### src/td0v_pkg.sv
`timescale 1ns / 1ps

package td0v_pkg;

	localparam int PHI_BITS_DEF = 16;

	// pi in Q30, used to turn a 2^-32 turn angle into Q30 radians
	localparam logic [31:0] PI_Q30 = 32'hC90F_DAA2;

	localparam int TAY_STEPS = 6;
	localparam int SC_LAT    = 3 + 3 * TAY_STEPS + 1;
	localparam int POST_LAT  = 8;
	localparam int SQ_LAT    = 31;

	// sine series: divide by n*(n+1) for n = 2, 4, ... 12
	function automatic logic [31:0] sin_div(int k);
		case (k)
			0: return 32'd6;
			1: return 32'd20;
			2: return 32'd42;
			3: return 32'd72;
			4: return 32'd110;
			5: return 32'd156;
			default: return 32'd1;
		endcase
	endfunction

	// cosine series: divide by n*(n+1) for n = 1, 3, ... 11
	function automatic logic [31:0] cos_div(int k);
		case (k)
			0: return 32'd2;
			1: return 32'd12;
			2: return 32'd30;
			3: return 32'd56;
			4: return 32'd90;
			5: return 32'd132;
			default: return 32'd1;
		endcase
	endfunction

endpackage

### src/td0v_isqrt.sv
`timescale 1ns / 1ps

module td0v_isqrt (
	input  logic                              clk,
	input  logic                              en,
	input  logic [2*td0v_pkg::SQ_LAT-1:0]     radicand,
	output logic [td0v_pkg::SQ_LAT-1:0]       root
);

	localparam int N  = td0v_pkg::SQ_LAT;
	localparam int RW = 2 * N;

	logic [RW-1:0] rem_s [N];
	logic [RW:0]   res_s [N];

	// one result bit per stage, most significant first; the radicand is below 2^62
	for (genvar i = 0; i < N; i++) begin : g_bit
		localparam logic [RW:0] BIT = (RW+1)'(1) << (RW - 2 - 2 * i);

		logic [RW-1:0] rem_p;
		logic [RW:0]   res_p;
		logic [RW+1:0] trial;
		logic [RW-1:0] rem_n;
		logic [RW:0]   res_n;

		if (i == 0) begin : g_first
			assign rem_p = radicand;
			assign res_p = '0;
		end else begin : g_next
			assign rem_p = rem_s[i-1];
			assign res_p = res_s[i-1];
		end

		always_comb begin
			trial = {1'b0, res_p} + {1'b0, BIT};
			if ({2'b00, rem_p} >= trial) begin
				rem_n = RW'({2'b00, rem_p} - trial);
				res_n = (res_p >> 1) + BIT;
			end else begin
				rem_n = rem_p;
				res_n = res_p >> 1;
			end
		end

		always_ff @(posedge clk) begin
			if (en) begin
				rem_s[i] <= rem_n;
				res_s[i] <= res_n;
			end
		end
	end

	assign root = res_s[N-1][N-1:0];

endmodule
### config.mk
export PLATFORM = sky130hd
export DESIGN_NAME = td0v_isqrt
export DESIGN_NICKNAME = d
export VERILOG_FILES = /design/src/td0v_pkg.sv /design/src/td0v_isqrt.sv
export SDC_FILE = /design/constraint.sdc
export NUM_CORES = 2
export LEC_CHECK = 0
export BUFFER_PORTS_ARGS = -buffer_cell sky130_fd_sc_hd__buf_2
export CAP_MARGIN = 15
export CORE_ASPECT_RATIO = 0.8
export CORE_MARGIN = 3
export CORE_UTILIZATION = 69
export DETAILED_ROUTE_END_ITERATION = 16
export PLACE_DENSITY = 0.86
export SYNTH_ARGS = -nofsm -noshare
export SYNTH_HDL_FRONTEND = slang
export SYNTH_SLANG_ARGS = --single-unit
### constraint.sdc
create_clock -name clk -period 7.2 [get_ports clk]
set_input_delay 1.44 -clock clk [delete_from_list [all_inputs] [get_ports clk]]
set_output_delay 1.44 -clock clk [all_outputs]
set_load 0.05 [all_outputs]
==> results.md <==
- Final hold violations: 0
- Dpl hpwl: 193000 um
- Sequential-to-total area share from yosys stat: 62.6%
- Clock Path Buffers: 3
- WS Path Type: register to register
- DRC viols: 0
- TNS Setup: 0 ns
- Max Cap Viol: 0
- Worst Path Max Fanout: 33
- Netlist Area Pre-Place: 113000 um2
- Routability congestion estimate: 0.966
- Drt initial violations: 10778
- H-tree depth: 4
- Post-CTS resize count: 0
- First-pass iteration count of the detailed router: 9
- Net count after synthesis: 9567
- CP Data Arrival Time: 5.79 ns
- CTS tree: done
- Avg Cell Area, Syn: 12.6 um2
- Die Y: 368 um
- Worst R2R End: rem_s[1][664]
- Setup bufs post-CTS: 0
- Worst EP required: 7.76 ns
- Routed wire length: 279000 um
- Vias per inst: 6.62
- Worst hold start: res_s[1][782]
- WHS Path Cells: 0
- WHS Endpoint: res_s[1][844]
- Status: complete, no violations
- Clock-pin slew on the worst setup and hold paths: 0.06 ns
- I/O pins: 95
- Final setup violating endpoints: 0
- Final worst path period need: 5.22 ns
- Post-Route Skew: 0.0726 ns
- Fin. max-slew vios: 0
- Largest area contributor in the netlist: edfxtp_1
- VDD IR max: 318 uV
- Fin nets: 9749
- GR Overflow Total: 0
- Ys flop type: edfxtp_1
- Core region area: 162000 um2
- Part of the cycle the worst path needs: 72.5%
- CTS Hold Bufs: 0
- # port buffers: 94
- Synth area leaders: edfxtp_1 (63%), ha_1 (5.8%), xnor2_1 (3.5%), xor2_1 (2.8%), a21oi_1 (2.6%)
- Register-to-Register Path Depth: 10
- Hold Crit Class: register to register
- Largest net degree at the start of global routing: 188
- GRT Overall Usage: 32.8%
- CTS Sinks: 2356
- Die W: 458 um
- Initial antenna violation count: 11
- Die Area: 169000 um2
- PwrDens: 319 nW/um2
- Yosys reg bits: 2356
- Total number of vias: 76112
- Worst-margin pin slew: 1.27 ns
- EDFF count, synth: 2356
- Post-Synthesis Cells: 8978
- Share of cells above drive strength 1: 6.77%
- Worst hold slack: 0.420 ns
- Vias in the first global route: 73051
- Startpoint types: register
- Starting Density: 69.6%
- CTS Buf Count: 215
- Cell Rows: 132
- Ys async rst share: 0%
- Wirelength per Cell: 24.3 um
- R2r setup slk: 1.98 ns
- Crit Reg-Reg Startpoint: rem_s[1][586]
- Commonest cells after routing, fill and taps aside: edfxtp_1 (2356), inv_1 (643), nor2_1 (597)
- Maximum clock rate: 0.192 GHz
- RSZ-0062 raised after global routing: no
- Layout area overhead: 9.25%
- Crit. End Element: register
- Number of library cell types mapped by synthesis: 97
- Skew-Pair Late Insertion Delay: 0.88 ns
- Relative slew slack: 14.8%
- First-pass GRT wire length: 430000 um
- Most common cell after layout, fill and taps aside: edfxtp_1
- Pleak: 46.4 nW
- Synth top area share: 62.6%
- Routed Antenna Nets: 0
- Yosys warning count: 0
- Clk root buf: clkbuf_16
## cells in the mapped netlist, types with 50 or more instances
cell / count
edfxtp_1: 2356
inv_1: 643
nor2_1: 597
a21oi_1: 590
nand2_1: 572
ha_1: 525
xnor2_1: 455
o21ai_0: 380
xor2_1: 356
nor4_1: 325
nor3_1: 231
a21o_1: 227
nand3_1: 171
nand4_1: 157
clkbuf_1: 139
o21a_1: 112
nand2b_1: 105
or3_1: 91
mux2_2: 73
or4_1: 66
nor2b_1: 61
o31ai_1: 51
o21bai_1: 50
## flip-flops by register name, indices dropped and copies added, names as in the netlist
name and count:
res_s 496, rem_s 1860
## layer usage
layer	track usage (%)	vias up	share of wire [%]	wire length, um
met5	0	-	0.028	77
met4	9.19	10	2.9	8050
met3	6.40	663	9.9	27700
met2	51.4	4368	46	129000
met1	47.4	37044	41	114000
li1	-	34027	-	-
## metrics by stage
stage | util [%] | cell area (um2) | std cells | total power, mW | setup slack (ns)
after floorplan | - | 113000 | 8978 | 24.5 | 3.75
after global placement | 71.4 | 116000 | 11080 | 26.9 | 2.35
after detailed placement | 71.5 | 116000 | 11083 | 27.2 | 2.16
after CTS | 76.0 | 123000 | 11484 | 39.3 | 2.07
after global routing | 76.0 | 123000 | 11488 | 40.9 | 1.74
final | 76.0 | 123000 | 11491 | 39.4 | 1.98
## worst max-delay path: stages (launching register included)
cell      delay, ns
edfxtp_1       0.39
ha_1           0.43
nand4_1        0.26
or4_1          0.62
nor4_1         1.08
a211oi_2       0.22
and2_1         0.55
inv_2          0.68
o311ai_2       0.27
o41ai_1        0.35
nand2_1        0.09
## where the power goes
| part | internal [mW] | switching (mW) |
|---|---|---|
| Clock | 6.67 | 5.34 |
| Combinational | 3.40 | 5.12 |
| Sequential | 17.4 | 1.45 |
## worst max-delay path by stage
| stage | start | to | slack [ns] | cells past startpoint |
|---|---|---|---|---|
| 6_report | rem_s[1][586] | rem_s[1][664] | 1.98 | 10 |
| 5_1_grt | rem_s[1][587] | rem_s[1][664] | 1.74 | 10 |
| 4_1_cts | rem_s[1][586] | rem_s[1][664] | 2.07 | 10 |
| 3_3_place_gp | rem_s[1][587] | rem_s[1][664] | 2.35 | 10 |
| 2_1_floorplan | rem_s[1][329] | rem_s[1][419] | 3.75 | 11 |
| 3_5_place_dp | rem_s[1][586] | rem_s[1][664] | 2.16 | 10 |
## cells by family after synthesis
| logic type | synth area share [%] |
|---|---|
| and+or+nand+nor | 12.1 |
| DFF | 62.6 |
| AOI/OAI and AO/OA | 9.57 |
| buffers and inverters | 2.80 |
| xor gates and xnor gates | 6.29 |
| adders and majority gates | 5.81 |
| muxes | 0.817 |
## layout make-up
| type | count | area [um2] |
|---|---|---|
| antenna | 3 | 7.51 |
| fill | 9451 | 38900 |
| tap | 2144 | 2680 |
| sequential | 2356 | 70700 |
| multi-input combinational | 5794 | 39200 |
| clock inverter | 162 | 1910 |
| timing repair buffer | 146 | 1030 |
| inverter | 647 | 2430 |
| clock buffer | 239 | 5490 |
(Power assumes the default switching activity.)
